===== config.mk =====
export PLATFORM = sky130hd
export DESIGN_NAME = parallel_port_printer_handshake_top
export DESIGN_NICKNAME = d
export VERILOG_FILES = /design/src/sv/ppph_pkg.sv /design/src/sv/ppph_cfg_regs.sv /design/src/sv/ppph_core.sv /design/src/sv/parallel_port_printer_handshake_top.sv
export SDC_FILE = /design/constraint.sdc
export NUM_CORES = 1
export LEC_CHECK = 0
export BUFFER_PORTS_ARGS = -buffer_cell sky130_fd_sc_hd__buf_2
export CAP_MARGIN = 20
export CORE_MARGIN = 1
export CORE_UTILIZATION = 62
export DETAILED_ROUTE_END_ITERATION = 10
export HOLD_SLACK_MARGIN = 0.03
export PLACE_DENSITY = 0.83
export SYNTH_ARGS = -nofsm -noshare
export SYNTH_HDL_FRONTEND = slang
export SYNTH_SLANG_ARGS = --single-unit

===== constraint.sdc =====
create_clock -name aclk -period 4.3 [get_ports aclk]
set_input_delay 0.215 -clock aclk [delete_from_list [all_inputs] [get_ports aclk]]
set_output_delay 0.215 -clock aclk [all_outputs]
set_load 0.1 [all_outputs]

===== src/sv/ppph_pkg.sv =====
// Shared types and constants for the parallel port printer handshake block.
// No dependencies; every other file of the block uses this package.
package ppph_pkg;

    localparam int DELAY_W = 10;
    localparam int BYTE_W  = 8;
    localparam int OP_W    = 3;
    localparam int CFG_IDX_W = 2;
    localparam int PHASE_W = 2;

    localparam logic [OP_W-1:0] OP_TICK   = 3'd0;
    localparam logic [OP_W-1:0] OP_STROBE = 3'd1;
    localparam logic [OP_W-1:0] OP_DATA   = 3'd2;
    localparam logic [OP_W-1:0] OP_INIT   = 3'd3;
    localparam logic [OP_W-1:0] OP_ONLINE = 3'd4;

    localparam logic [CFG_IDX_W-1:0] REG_ACK_DELAY     = 2'd0;
    localparam logic [CFG_IDX_W-1:0] REG_RELEASE_DELAY = 2'd1;
    localparam logic [CFG_IDX_W-1:0] REG_ACK_WIDTH     = 2'd2;

    localparam logic [DELAY_W-1:0] ACK_DELAY_RST     = 10'd10;
    localparam logic [DELAY_W-1:0] RELEASE_DELAY_RST = 10'd7;
    localparam logic [DELAY_W-1:0] ACK_WIDTH_RST     = 10'd5;

    localparam logic [PHASE_W-1:0] PH_IDLE     = 2'd0;
    localparam logic [PHASE_W-1:0] PH_ACK_LOW  = 2'd1;
    localparam logic [PHASE_W-1:0] PH_RELEASE  = 2'd2;
    localparam logic [PHASE_W-1:0] PH_ACK_HIGH = 2'd3;

    typedef struct packed {
        logic [OP_W-1:0]   op;
        logic              line_level;
        logic [BYTE_W-1:0] data_byte;
    } item_t;

    typedef struct packed {
        logic [DELAY_W-1:0] ack_delay_ticks;
        logic [DELAY_W-1:0] release_delay_ticks;
        logic [DELAY_W-1:0] ack_width_ticks;
    } cfg_t;

    typedef struct packed {
        logic              busy_res;
        logic              ack_level;
        logic              paper_error;
        logic              print_valid;
        logic [BYTE_W-1:0] print_byte;
    } result_t;

endpackage


===== src/sv/ppph_cfg_regs.sv =====
// Delay configuration registers of the printer handshake block.
// Depends on ppph_pkg.
module ppph_cfg_regs (
    input  logic                             aclk,
    input  logic                             aresetn,
    input  logic                             wr_en,
    input  logic [ppph_pkg::CFG_IDX_W-1:0]   wr_index,
    input  logic [ppph_pkg::DELAY_W-1:0]     wr_data,
    output ppph_pkg::cfg_t                   cfg
);

    ppph_pkg::cfg_t cfg_reg;
    ppph_pkg::cfg_t cfg_next;

    always_comb begin
        cfg_next = cfg_reg;
        if (wr_en) begin
            case (wr_index)
                ppph_pkg::REG_ACK_DELAY:     cfg_next.ack_delay_ticks     = wr_data;
                ppph_pkg::REG_RELEASE_DELAY: cfg_next.release_delay_ticks = wr_data;
                ppph_pkg::REG_ACK_WIDTH:     cfg_next.ack_width_ticks     = wr_data;
                default: ;
            endcase
        end
    end

    always_ff @(posedge aclk) begin
        if (!aresetn) begin
            cfg_reg.ack_delay_ticks     <= ppph_pkg::ACK_DELAY_RST;
            cfg_reg.release_delay_ticks <= ppph_pkg::RELEASE_DELAY_RST;
            cfg_reg.ack_width_ticks     <= ppph_pkg::ACK_WIDTH_RST;
        end else begin
            cfg_reg <= cfg_next;
        end
    end

    assign cfg = cfg_reg;

endmodule


===== src/sv/ppph_core.sv =====
// Handshake state and the one-step update applied to each item.
// Depends on ppph_pkg; the state advances only when an item leaves the input register.
module ppph_core (
    input  logic                aclk,
    input  logic                aresetn,
    input  logic                advance,
    input  ppph_pkg::item_t     item,
    input  ppph_pkg::cfg_t      cfg,
    output ppph_pkg::result_t   result
);

    logic                              strobe_prev_reg, strobe_prev_next;
    logic                              busy_reg, busy_next;
    logic                              ack_reg, ack_next;
    logic                              perror_reg, perror_next;
    logic [ppph_pkg::BYTE_W-1:0]       latched_reg, latched_next;
    logic [ppph_pkg::PHASE_W-1:0]      phase_reg, phase_next;
    logic [ppph_pkg::DELAY_W-1:0]      count_reg, count_next;
    logic                              print_valid;

    always_comb begin
        strobe_prev_next = strobe_prev_reg;
        busy_next        = busy_reg;
        ack_next         = ack_reg;
        perror_next      = perror_reg;
        latched_next     = latched_reg;
        phase_next       = phase_reg;
        count_next       = count_reg;
        print_valid      = 1'b0;
        case (item.op)
            ppph_pkg::OP_TICK: begin
                if (phase_reg != ppph_pkg::PH_IDLE) begin
                    if (count_reg > ppph_pkg::DELAY_W'(1)) begin
                        count_next = count_reg - ppph_pkg::DELAY_W'(1);
                    end else if (phase_reg == ppph_pkg::PH_ACK_LOW) begin
                        ack_next    = 1'b0;
                        print_valid = 1'b1;
                        phase_next  = ppph_pkg::PH_RELEASE;
                        count_next  = cfg.release_delay_ticks;
                    end else if (phase_reg == ppph_pkg::PH_RELEASE) begin
                        busy_next  = 1'b0;
                        phase_next = ppph_pkg::PH_ACK_HIGH;
                        count_next = cfg.ack_width_ticks;
                    end else begin
                        ack_next   = 1'b1;
                        phase_next = ppph_pkg::PH_IDLE;
                        count_next = '0;
                    end
                end
            end
            ppph_pkg::OP_STROBE: begin
                if (strobe_prev_reg && !item.line_level && !busy_reg) begin
                    busy_next  = 1'b1;
                    phase_next = ppph_pkg::PH_ACK_LOW;
                    count_next = cfg.ack_delay_ticks;
                end
                strobe_prev_next = item.line_level;
            end
            ppph_pkg::OP_DATA: begin
                latched_next = item.data_byte;
            end
            ppph_pkg::OP_INIT: begin
                if (!item.line_level) begin
                    busy_next = 1'b0;
                    ack_next  = 1'b1;
                end
            end
            ppph_pkg::OP_ONLINE: begin
                perror_next = ~item.line_level;
            end
            default: ;
        endcase
    end

    always_ff @(posedge aclk) begin
        if (!aresetn) begin
            strobe_prev_reg <= 1'b0;
            busy_reg        <= 1'b0;
            ack_reg         <= 1'b1;
            perror_reg      <= 1'b0;
            latched_reg     <= '0;
            phase_reg       <= ppph_pkg::PH_IDLE;
            count_reg       <= '0;
        end else if (advance) begin
            strobe_prev_reg <= strobe_prev_next;
            busy_reg        <= busy_next;
            ack_reg         <= ack_next;
            perror_reg      <= perror_next;
            latched_reg     <= latched_next;
            phase_reg       <= phase_next;
            count_reg       <= count_next;
        end
    end

    always_comb begin
        result.busy_res    = busy_next;
        result.ack_level   = ack_next;
        result.paper_error = perror_next;
        result.print_valid = print_valid;
        result.print_byte  = print_valid ? latched_reg : '0;
    end

endmodule


===== src/sv/parallel_port_printer_handshake_top.sv =====
// Top level of the parallel port printer handshake receiver.
// Depends on ppph_pkg, ppph_cfg_regs and ppph_core.
//
//   Channel   Direction  Handshake             Payload
//   s_        in         s_valid / s_ready     s_op, s_line_level, s_data_byte
//   m_        out        m_valid / m_ready     m_busy_res, m_ack_level, m_paper_error,
//                                              m_print_valid, m_print_byte
//   cfg_      in         cfg_valid / cfg_ready cfg_index, cfg_data
//
// One item per cycle is accepted while m_ready does not hold the result; an item passes
// through the input register and then the result register around the step logic to m_valid.
// Reset is synchronous and active low; no item is taken while it is applied.
// A stalled result holds in the result register while one more item waits in the input register.
// Configuration writes are always taken; cfg_ready is tied high.
module parallel_port_printer_handshake_top (
    input  logic                              aclk,
    input  logic                              aresetn,
    input  logic                              s_valid,
    output logic                              s_ready,
    input  logic [ppph_pkg::OP_W-1:0]         s_op,
    input  logic                              s_line_level,
    input  logic [ppph_pkg::BYTE_W-1:0]       s_data_byte,
    output logic                              m_valid,
    input  logic                              m_ready,
    output logic                              m_busy_res,
    output logic                              m_ack_level,
    output logic                              m_paper_error,
    output logic                              m_print_valid,
    output logic [ppph_pkg::BYTE_W-1:0]       m_print_byte,
    input  logic                              cfg_valid,
    output logic                              cfg_ready,
    input  logic [ppph_pkg::CFG_IDX_W-1:0]    cfg_index,
    input  logic [ppph_pkg::DELAY_W-1:0]      cfg_data
);

    logic                 in_valid_reg;
    ppph_pkg::item_t      in_item_reg;
    logic                 out_valid_reg;
    ppph_pkg::result_t    out_res_reg;
    ppph_pkg::result_t    step_res;
    ppph_pkg::cfg_t       cfg;
    logic                 advance;
    logic                 take;

    assign cfg_ready = 1'b1;
    assign advance   = in_valid_reg && (!out_valid_reg || m_ready);
    assign s_ready   = aresetn && (!in_valid_reg || advance);
    assign take      = s_valid && s_ready;

    ppph_cfg_regs u_cfg (
        .aclk     (aclk),
        .aresetn  (aresetn),
        .wr_en    (cfg_valid && cfg_ready),
        .wr_index (cfg_index),
        .wr_data  (cfg_data),
        .cfg      (cfg)
    );

    ppph_core u_core (
        .aclk    (aclk),
        .aresetn (aresetn),
        .advance (advance),
        .item    (in_item_reg),
        .cfg     (cfg),
        .result  (step_res)
    );

    always_ff @(posedge aclk) begin
        if (!aresetn) begin
            in_valid_reg  <= 1'b0;
            out_valid_reg <= 1'b0;
        end else begin
            if (take) begin
                in_valid_reg <= 1'b1;
            end else if (advance) begin
                in_valid_reg <= 1'b0;
            end
            if (advance) begin
                out_valid_reg <= 1'b1;
            end else if (m_ready) begin
                out_valid_reg <= 1'b0;
            end
        end
    end

    always_ff @(posedge aclk) begin
        if (take) begin
            in_item_reg.op         <= s_op;
            in_item_reg.line_level <= s_line_level;
            in_item_reg.data_byte  <= s_data_byte;
        end
        if (advance) begin
            out_res_reg <= step_res;
        end
    end

    assign m_valid       = out_valid_reg;
    assign m_busy_res    = out_res_reg.busy_res;
    assign m_ack_level   = out_res_reg.ack_level;
    assign m_paper_error = out_res_reg.paper_error;
    assign m_print_valid = out_res_reg.print_valid;
    assign m_print_byte  = out_res_reg.print_byte;

endmodule


* Word-level counts from Yosys, hierarchy flattened
Cells that the tools add are included.
** Cells by class
- Add/subtract/negate cells :: 1
- Magnitude comparators :: 1
- Eq/ne operators :: 11
- Muxes and demuxes :: 34
- Bitwise logic cells :: 1
- Reductions and logical operators :: 24
** Operators with widths (count)
- 10-bit 2-to-1 mux :: 5
- 1-bit 2-to-1 mux :: 20
- 10-bit one-hot mux with 2 select lines :: 1
- 10-bit by 1-bit greater-than comparator with 1-bit output, second input constant :: 1
- 2-bit 2-to-1 mux :: 5
- 2-bit AND reduction :: 5
- 10-bit by 1-bit subtractor with 10-bit output, second input constant :: 1
- 2-bit nonzero test :: 4
- 3-bit by 2-bit == test with 1-bit output, second input constant :: 2
- 1-bit logical AND :: 5
- 5-bit AND reduction :: 1
- 2-bit by 1-bit == test with 1-bit output, second input constant :: 2
- 2-bit == test, second input constant :: 2
- 1-bit zero test :: 4
- 2-bit by 1-bit != test with 1-bit output, second input constant :: 2
- 2-bit one-hot mux with 2 select lines :: 1
- 4-bit AND reduction :: 1
- 3-bit by 1-bit == test with 1-bit output, second input constant :: 1
- 3-bit == test, second input constant :: 1
- 3-bit zero test :: 1
- 1-bit one-hot mux with 3 select lines :: 1
- 2-bit zero test :: 1
- 1-bit logical OR :: 2
- 2-bit != test, second input constant :: 1
- 2 further kinds :: 2
** Storage, ports and cells
- Register bits after elaboration :: 80
- Bits of input ports :: 29
- Output and inout port bits :: 15
- Logic and storage cells :: 92

* Longest topological paths before layout
Gate-level depths: netlist (run 1).
- Depth in word-level cells :: 7
- Depth in mapped cells :: 8
- Gate-level depth less buffers :: 7

* Modules after synthesis
Synthesis (run 1) repeated with hierarchy kept, for this count alone.
** Unflattened totals
- Cell total of the unflattened synthesis :: 369
- Area total of the unflattened synthesis :: 3811.2 µm²
** Modules (own cells, without submodules)
- ppph_core :: instances 1, cells each 217, area each 1798.0 µm², sequential area each 480.5 µm²
- ppph_cfg_regs :: instances 1, cells each 116, area each 1184.9 µm², sequential area each 600.6 µm²
- parallel_port_printer_handshake_top :: instances 1, cells each 36, area each 828.3 µm², sequential area each 760.7 µm²

* Worst setup path before layout (run 1)
OpenSTA, ideal clock, no wires.
- Path type :: reg2reg
- Start :: register out_valid_reg (netlist: m_valid)
- End :: register in_item_reg[0] in the netlist's numbering, enable pin
- Library setup time :: 0.356 ns
- Arrival time :: 3.005 ns
- Data required time :: 3.944 ns
- Slack :: 0.940 ns
- Stages on the path, launching flop included :: 4
- Buffers on the path :: 0
- Period minus slack after synthesis :: 3.360 ns
- Cell sequence :: dfxtp_1 -> nor2b_1 -> a21oi_1 -> and2_1
** Between the ends
- Longest elaborated chain between the ends :: 6
** RTL lines
- start: declaration :: line parallel_port_printer_handshake_top.sv:38 : logic out_valid_reg;
- start signal: assignment :: line parallel_port_printer_handshake_top.sv:71 : out_valid_reg <= 1'b0;
- start signal: assignment :: line parallel_port_printer_handshake_top.sv:79 : out_valid_reg <= 1'b1;
- start signal: assignment :: line parallel_port_printer_handshake_top.sv:81 : out_valid_reg <= 1'b0;
- 1-bit zero test :: line parallel_port_printer_handshake_top.sv:46 : assign advance = in_valid_reg && (!out_valid_reg || m_ready);
- 1-bit logical OR :: line parallel_port_printer_handshake_top.sv:46
- 1-bit logical AND :: line parallel_port_printer_handshake_top.sv:46
- 1-bit logical OR :: line parallel_port_printer_handshake_top.sv:47 : assign s_ready = aresetn && (!in_valid_reg || advance);
- 1-bit logical AND :: line parallel_port_printer_handshake_top.sv:47
- named net s_ready :: line parallel_port_printer_handshake_top.sv:19 : output logic s_ready,
- 1-bit logical AND :: line parallel_port_printer_handshake_top.sv:48 : assign take = s_valid && s_ready;
- named net take :: line parallel_port_printer_handshake_top.sv:43 : logic take;
- end: declaration :: line parallel_port_printer_handshake_top.sv:37 : ppph_pkg::item_t in_item_reg;
The timed path passes the listed nets, and every way through them passes these cells.
A chain may end at the register's enable or synchronous reset.

* Worst setup path in the final report (run 1)
- Start :: register u_core.count_reg[4] in the netlist's numbering
- End :: register out_res_reg (netlist bit m_busy_res) (data pin)
** Between the ends
- Longest elaborated chain between the ends :: 4
** RTL lines
- start: declaration :: line ppph_core.sv:18 : logic [ppph_pkg::DELAY_W-1:0] count_reg, count_next;
- start signal: assignment :: line ppph_core.sv:91 : count_reg <= count_next;
- 10-bit by 1-bit greater-than comparator with 1-bit output :: line ppph_core.sv:33 : if (count_reg > ppph_pkg::DELAY_W'(1)) begin
- 1-bit 2-to-1 mux :: line ppph_core.sv:33
- 1-bit 2-to-1 mux :: line ppph_core.sv:32 : if (phase_reg != ppph_pkg::PH_IDLE) begin
- 1-bit one-hot mux with 3 select lines :: line ppph_core.sv:30 : case (item.op)
- named net u_core.busy_next :: line ppph_core.sv:13 : logic busy_reg, busy_next;
- end signal: assignment :: line parallel_port_printer_handshake_top.sv:93 : out_res_reg <= step_res;
- end: declaration :: line parallel_port_printer_handshake_top.sv:39 : ppph_pkg::result_t out_res_reg;
The timed path passes the listed nets, and every way through them passes these cells.

==> run metrics, run 1 <==
Synth top cells by count dfxtp_1 (56), nand2_1 (54), nor2_1 (41); first-pass GRT wire length 12.6 mm; Mapped Cells around 370; Yosys top cell area share 0.316; FMAX approximately 420 MHz; DR WL/cell approximately 16 µm; post-CTS sizing 0; Cell variety after synth 49; top post-synthesis cells by area dfxtp_1 (32%), edfxtp_1 (20%), mux2i_1 (7.9%); overall die width 77.7 µm; Worst-Skew Late Latency around 0.36 ns; Slew Limit Fails 0; crit-path max FO 13; post-synthesis sequential area ratio 0.519; dpl cells between 400 and 500; DRC viols 0; min setup slack post-route approximately 1.9 ns; Arr. time, crit path ~2.5 ns; Final min period approximately 2.4 ns; Tightest Hold Check Type in2reg; clk_skew around 0.012 ns; pin count of the biggest net entering global routing 41; total power 1.61 mW; CTS clk-pin slew, worst paths 0.09 ns; RePlAce Congestion between 0.8 and 0.9; Area growth, synth to finish 15.4%; dpl cell area around 3800 µm²; Post-DP HPWL a little under 5 mm; Max Cap Viol 0; grt ovf 0; syn_nets 405; I/O pins 44; CTS hold repair buffers 9; clk sink count 80; area of the die 6030 µm²; Leak ~1.6 nW; Post-Syn Area between 3000 and 4000 µm²; Final Hold Viols 0; via count around 2.9k; first-pass iteration count of the detailed router 5; CTS Buf Count 9; # setup viols final 0; Synthesis Warnings 0; worst-margin pin slew ~1.1 ns; Layout Nets 450; pwr/cell area roughly 390 nW/µm²; CP cell instances or4_4 > nor3_4 > a31oi_1 > nor3_1 > nor2_1; vias in the first global route ~2.7k; vias per cell 5.82; Synth Flop Type dfxtp_1; EDFF count, synth 24; Critical Path Sink Type register; post-CTS setup buffer count 0; final worst path period share 0.548; Initial Util 0.645; Root Buffer clkbuf_8; unrepaired setup endpoints after global routing false; crit-path max cell delay approximately 0.6 ns; row count 27; Mean Syn Cell Area about 9.6 µm²; Setup Crit Path Kind reg2reg; top-count cell post-synth dfxtp_1; CTS tree done; share of cells above drive strength 1 0.164; CP required around 4.4 ns; PortBufs 42; floorplan core area 5510 µm²; initial antenna violation count 0; post-route cell area approximately 4100 µm²; Die H between 70 and 80 µm; FFs w/ async S/R, synth 0; outcome finished, final reports clean; GRT Overall Usage 0.272; top cell type by total area after synthesis dfxtp_1; H-tree depth 3; CP max-delay cell or4_4; final WL just under 8 mm; non-filler instance count after layout a little under 500; Slew headroom 0.255; ant diodes 0; Max VDD drop about 0.29 mV; Place WS 1.70 ns; initial DRC count around 200; Antenna Violating Nets Remaining 0; setup TNS 0 ns; #FFs+latches synth 80; max reg flops 30; Startpoint Class register; clk buf depth 2
-- stage by stage --
step                utilization  hold WS [ns]
global route              0.744        0.0308
global placement          0.685         0.391
CTS                       0.741        0.0302
finish                    0.744        0.0308
floorplan                     -         0.314
detailed placement        0.685         0.393
-- metal layers --
metal | GRT usage | vias to the layer above | share of wire
met5 | 0 | - | 0
met4 | 0.155 | 0 | 0.025
met3 | 0.0412 | 19 | 0.043
met2 | 0.411 | 92 | 0.46
met1 | 0.373 | 1356 | 0.47
li1 | - | 1401 | -
-- final cells by class --
class | instances | area (µm²)
Multi-Input combinational cell | 260 | 1580
Clock inverter | 6 | 90.1
Clock buffer | 10 | 128
Fill cell | 372 | 1410
Timing Repair Buffer | 55 | 333
Inverter | 10 | 37.5
Tap cell | 72 | 90.1
Sequential cell | 80 | 1840
-- placed cells by master, fill, tap and decap left out, drive strengths merged, types with 5 or more instances in the layout --
master	synthesis	final
a31oi	8	8
nand3	11	11
inv	10	13
ha	5	5
clkbuf	12	10
buf	9	45
edfxtp	24	24
a21oi	23	23
mux2i	28	28
nand2	54	54
o211ai	12	12
nor4	5	5
o21ai	14	14
nor2	41	41
dlygate4sd3	0	10
and2	10	10
dfxtp	56	56
-- final timing paths --
check	from	end	slack [ns]	cells past startpoint
setup / recovery	u_core.count_reg[4]$_SDFFE_PN0P_	m_busy_res$_DFFE_PP_	1.94	5
hold / removal	s_data_byte[0]	in_item_reg[0]$_DFFE_PP_	0.03	1
setup reg to reg	u_core.count_reg[4]$_SDFFE_PN0P_	m_busy_res$_DFFE_PP_	1.94	5
hold reg to reg	u_cfg.cfg[19]$_SDFFE_PN0P_	u_cfg.cfg[19]$_SDFFE_PN0P_	0.46	2
-- kinds of logic after synthesis --
kind of cell             count (synthesis)  share of synthesized area
AO/OA/AOI/OAI                           71                      0.126
multiplexers                            29                     0.0821
AND/OR/NAND/NOR                        150                      0.206
buffers and inverters                   31                     0.0384
flip-flops                              80                      0.519
adder cells (fa/ha/maj)                  5                     0.0176
XOR/XNOR                                 4                    0.00987
other                                    1                    0.00106
-- power by group --
group          switching, mW  total [mW]  internal, mW
clock                  0.290       0.622         0.332
sequential            0.0137       0.812         0.799
combinational          0.116       0.171        0.0553
-- critical path, delay by kind of cell (launching register included) --
kind / cells / cell delay (ns)
flops: 1 / 0.38
simple gates: 4 / 1.53
compound gates: 1 / 0.20
No activity file was read; power rests on OpenSTA's default activity.
==> run 2, diff against run 1 <==
--- a/config.mk
+++ b/config.mk
@@ -8,10 +8,10 @@
 export BUFFER_PORTS_ARGS = -buffer_cell sky130_fd_sc_hd__buf_2
 export CAP_MARGIN = 20
 export CORE_MARGIN = 1
-export CORE_UTILIZATION = 62
+export CORE_UTILIZATION = 57
 export DETAILED_ROUTE_END_ITERATION = 10
 export HOLD_SLACK_MARGIN = 0.03
-export PLACE_DENSITY = 0.83
+export PLACE_DENSITY = 0.78
 export SYNTH_ARGS = -nofsm -noshare
 export SYNTH_HDL_FRONTEND = slang
 export SYNTH_SLANG_ARGS = --single-unit
==> constraint.sdc (replaced) <==
create_clock -name aclk -period 2.37 [get_ports aclk]
set_input_delay 0.1185 -clock aclk [delete_from_list [all_inputs] [get_ports aclk]]
set_output_delay 0.1185 -clock aclk [all_outputs]
set_load 0.1 [all_outputs]
==> run 2 against run 1 <==
- cell count up 4.1%
- cell area grew 3.4%
- combinational power rose by 96%
- global-route usage fell by 1.8 points
- die area grew 8.5%
- hold slack better by 0.021 ns
- worst setup slack got worse by 1.7 ns
- clock skew up 0.0018 ns
- total power grew 72%
- sequential power increased by 81%
- first-iteration DRC count is 3.5% higher
==> run metrics, run 2 (synthesized netlist as in run 1, its figures left out) <==
Die H ~81 µm; vias per cell between 5 and 6; Critical Path Sink Type register; min setup slack post-route 0.234 ns; via count between 2k and 3k; Layout Nets 467; Final min period approximately 2.1 ns; DR WL/cell between 15 and 20 µm; # setup viols final 0; Initial Util 0.596; CP max-delay cell nor2_1; Slew headroom 0.510; crit-path max cell delay approximately 0.45 ns; overall die width approximately 81 µm; initial antenna violation count 0; Tightest Hold Check Type in2reg; Post-DP HPWL 5.02 mm; Root Buffer clkbuf_8; post-CTS sizing 0; first-pass iteration count of the detailed router 5; crit-path max FO 7; GRT Overall Usage 0.255; Worst Path Buf+Inv 1; Max VDD drop between 0.5 and 0.6 mV; Worst-Skew Late Latency between 0.3 and 0.4 ns; Slew Limit Fails 0; CP cell instances inv_1 > ha_1 > nand2b_1 > nand4b_1 > nor2_1 > o21ai_0 > a221oi_1; CTS clk-pin slew, worst paths approximately 0.08 ns; row count 28; Startpoint Class register; Leak 1.71 nW; most common cell after layout, fill and taps aside dfxtp_1; clk buf depth 2; Comb power frac 0.121; CTS tree done; CTS Buf Count 9; RePlAce Congestion 0.927; Place WS about 0.32 ns; CP delay by family, top simple AND/OR/NAND/NOR gates; max reg flops 30; Arr. time, crit path 2.40 ns; initial DRC count between 200 and 250; dpl cell area 3830 µm²; FMAX approximately 470 MHz; clk sink count 80; Setup Crit Path Kind reg2reg; post-route cell area roughly 4200 µm²; part of the power in registers 0.533; unrepaired setup endpoints after global routing false; final WL between 7 and 8 mm; switching pwr 0.797 mW; vias in the first global route between 2k and 3k; outcome finished, final reports clean; grt ovf 0; DRC viols 0; I/O pins 44; Max Cap Viol 0; area of the die ~6500 µm²; pin count of the biggest net entering global routing between 40 and 50; worst-margin pin slew between 0.7 and 0.8 ns; ant diodes 0; pwr/cell area between 600 and 700 nW/µm²; first-pass GRT wire length about 12 mm; P_int 1.97 mW; most frequent cells in the layout dfxtp_1 (55), nand2_1 (54), buf_2 (42), nor2_1 (41), mux2i_1 (28); floorplan core area between 5000 and 6000 µm²; sw frac 0.288; Final Hold Viols 0; clock share of power 0.346; CP required 2.63 ns; share of cells above drive strength 1 0.178; H-tree depth 3; PortBufs 42; setup TNS 0 ns; clk_skew around 0.014 ns; Area growth, synth to finish 19.3%; Antenna Violating Nets Remaining 0; final worst path period share 0.901
-- run 2: through the flow --
stage | utilization | hold WS (ns) | total power [mW] | std cells
after floorplan | - | 0.217 | 1.73 | 371
after global placement | 0.644 | 0.295 | 1.80 | 475
after detailed placement | 0.644 | 0.297 | 1.81 | 475
after CTS | 0.712 | 0.0380 | 2.77 | 513
after global routing | 0.712 | 0.0639 | 2.86 | 513
final | 0.712 | 0.0520 | 2.77 | 513
-- run 2: layout make-up --
| type | count | area, µm² |
|---|---|---|
| clock buffer | 9 | 124 |
| clock inverter | 7 | 60.1 |
| fill | 446 | 1720 |
| timing repair buffer | 72 | 490 |
| multi-input combinational | 260 | 1590 |
| sequential | 80 | 1840 |
| inverter | 10 | 37.5 |
| tap | 75 | 93.8 |
-- run 2: layer usage --
layer | vias up | track usage | wire (µm)
li1 | 1441 | - | -
met1 | 1407 | 0.345 | 3430
met5 | - | 0 | 0
met4 | 0 | 0.102 | 126
met3 | 12 | 0.0416 | 449
met2 | 104 | 0.405 | 3780
-- run 2: worst min-delay path, delay by kind of cell --
family | cells | cell delay, ns
AO/OA/AOI/OAI | 1 | 0.05
AND/OR/NAND/NOR | 1 | 0.06
buffers and inverters | 1 | 0.13
-- run 2: worst paths after layout --
kind,end,slack [ns],depth (start not counted),startpoint
max reg2reg,u_core.count_reg[7]$_SDFFE_PN0P_,0.23,7,u_core.phase_reg[0]$_SDFFE_PN0P_
min reg2reg,u_cfg.cfg[17]$_SDFFE_PN0P_,0.46,2,u_cfg.cfg[17]$_SDFFE_PN0P_
min,u_cfg.cfg[17]$_SDFFE_PN0P_,0.05,3,cfg_data[7]
max,u_core.count_reg[7]$_SDFFE_PN0P_,0.23,7,u_core.phase_reg[0]$_SDFFE_PN0P_
-- run 2: power by group through the flow --
stage	clock, mW	combinational, mW	sequential (mW)
after CTS	0.960	0.332	1.47
after detailed placement	0	0.303	1.51
final	0.959	0.335	1.47
after floorplan	0	0.172	1.55
after global placement	0	0.300	1.50
after global routing	1.02	0.357	1.48
-- run 2: repair_timing --
| item | 4_1_cts | 5_1_grt |
|---|---|---|
| setup buffers | 0 | 0 |
| endpoints found under the hold margin | 34 | 0 |
| hold buffers | 22 | 0 |
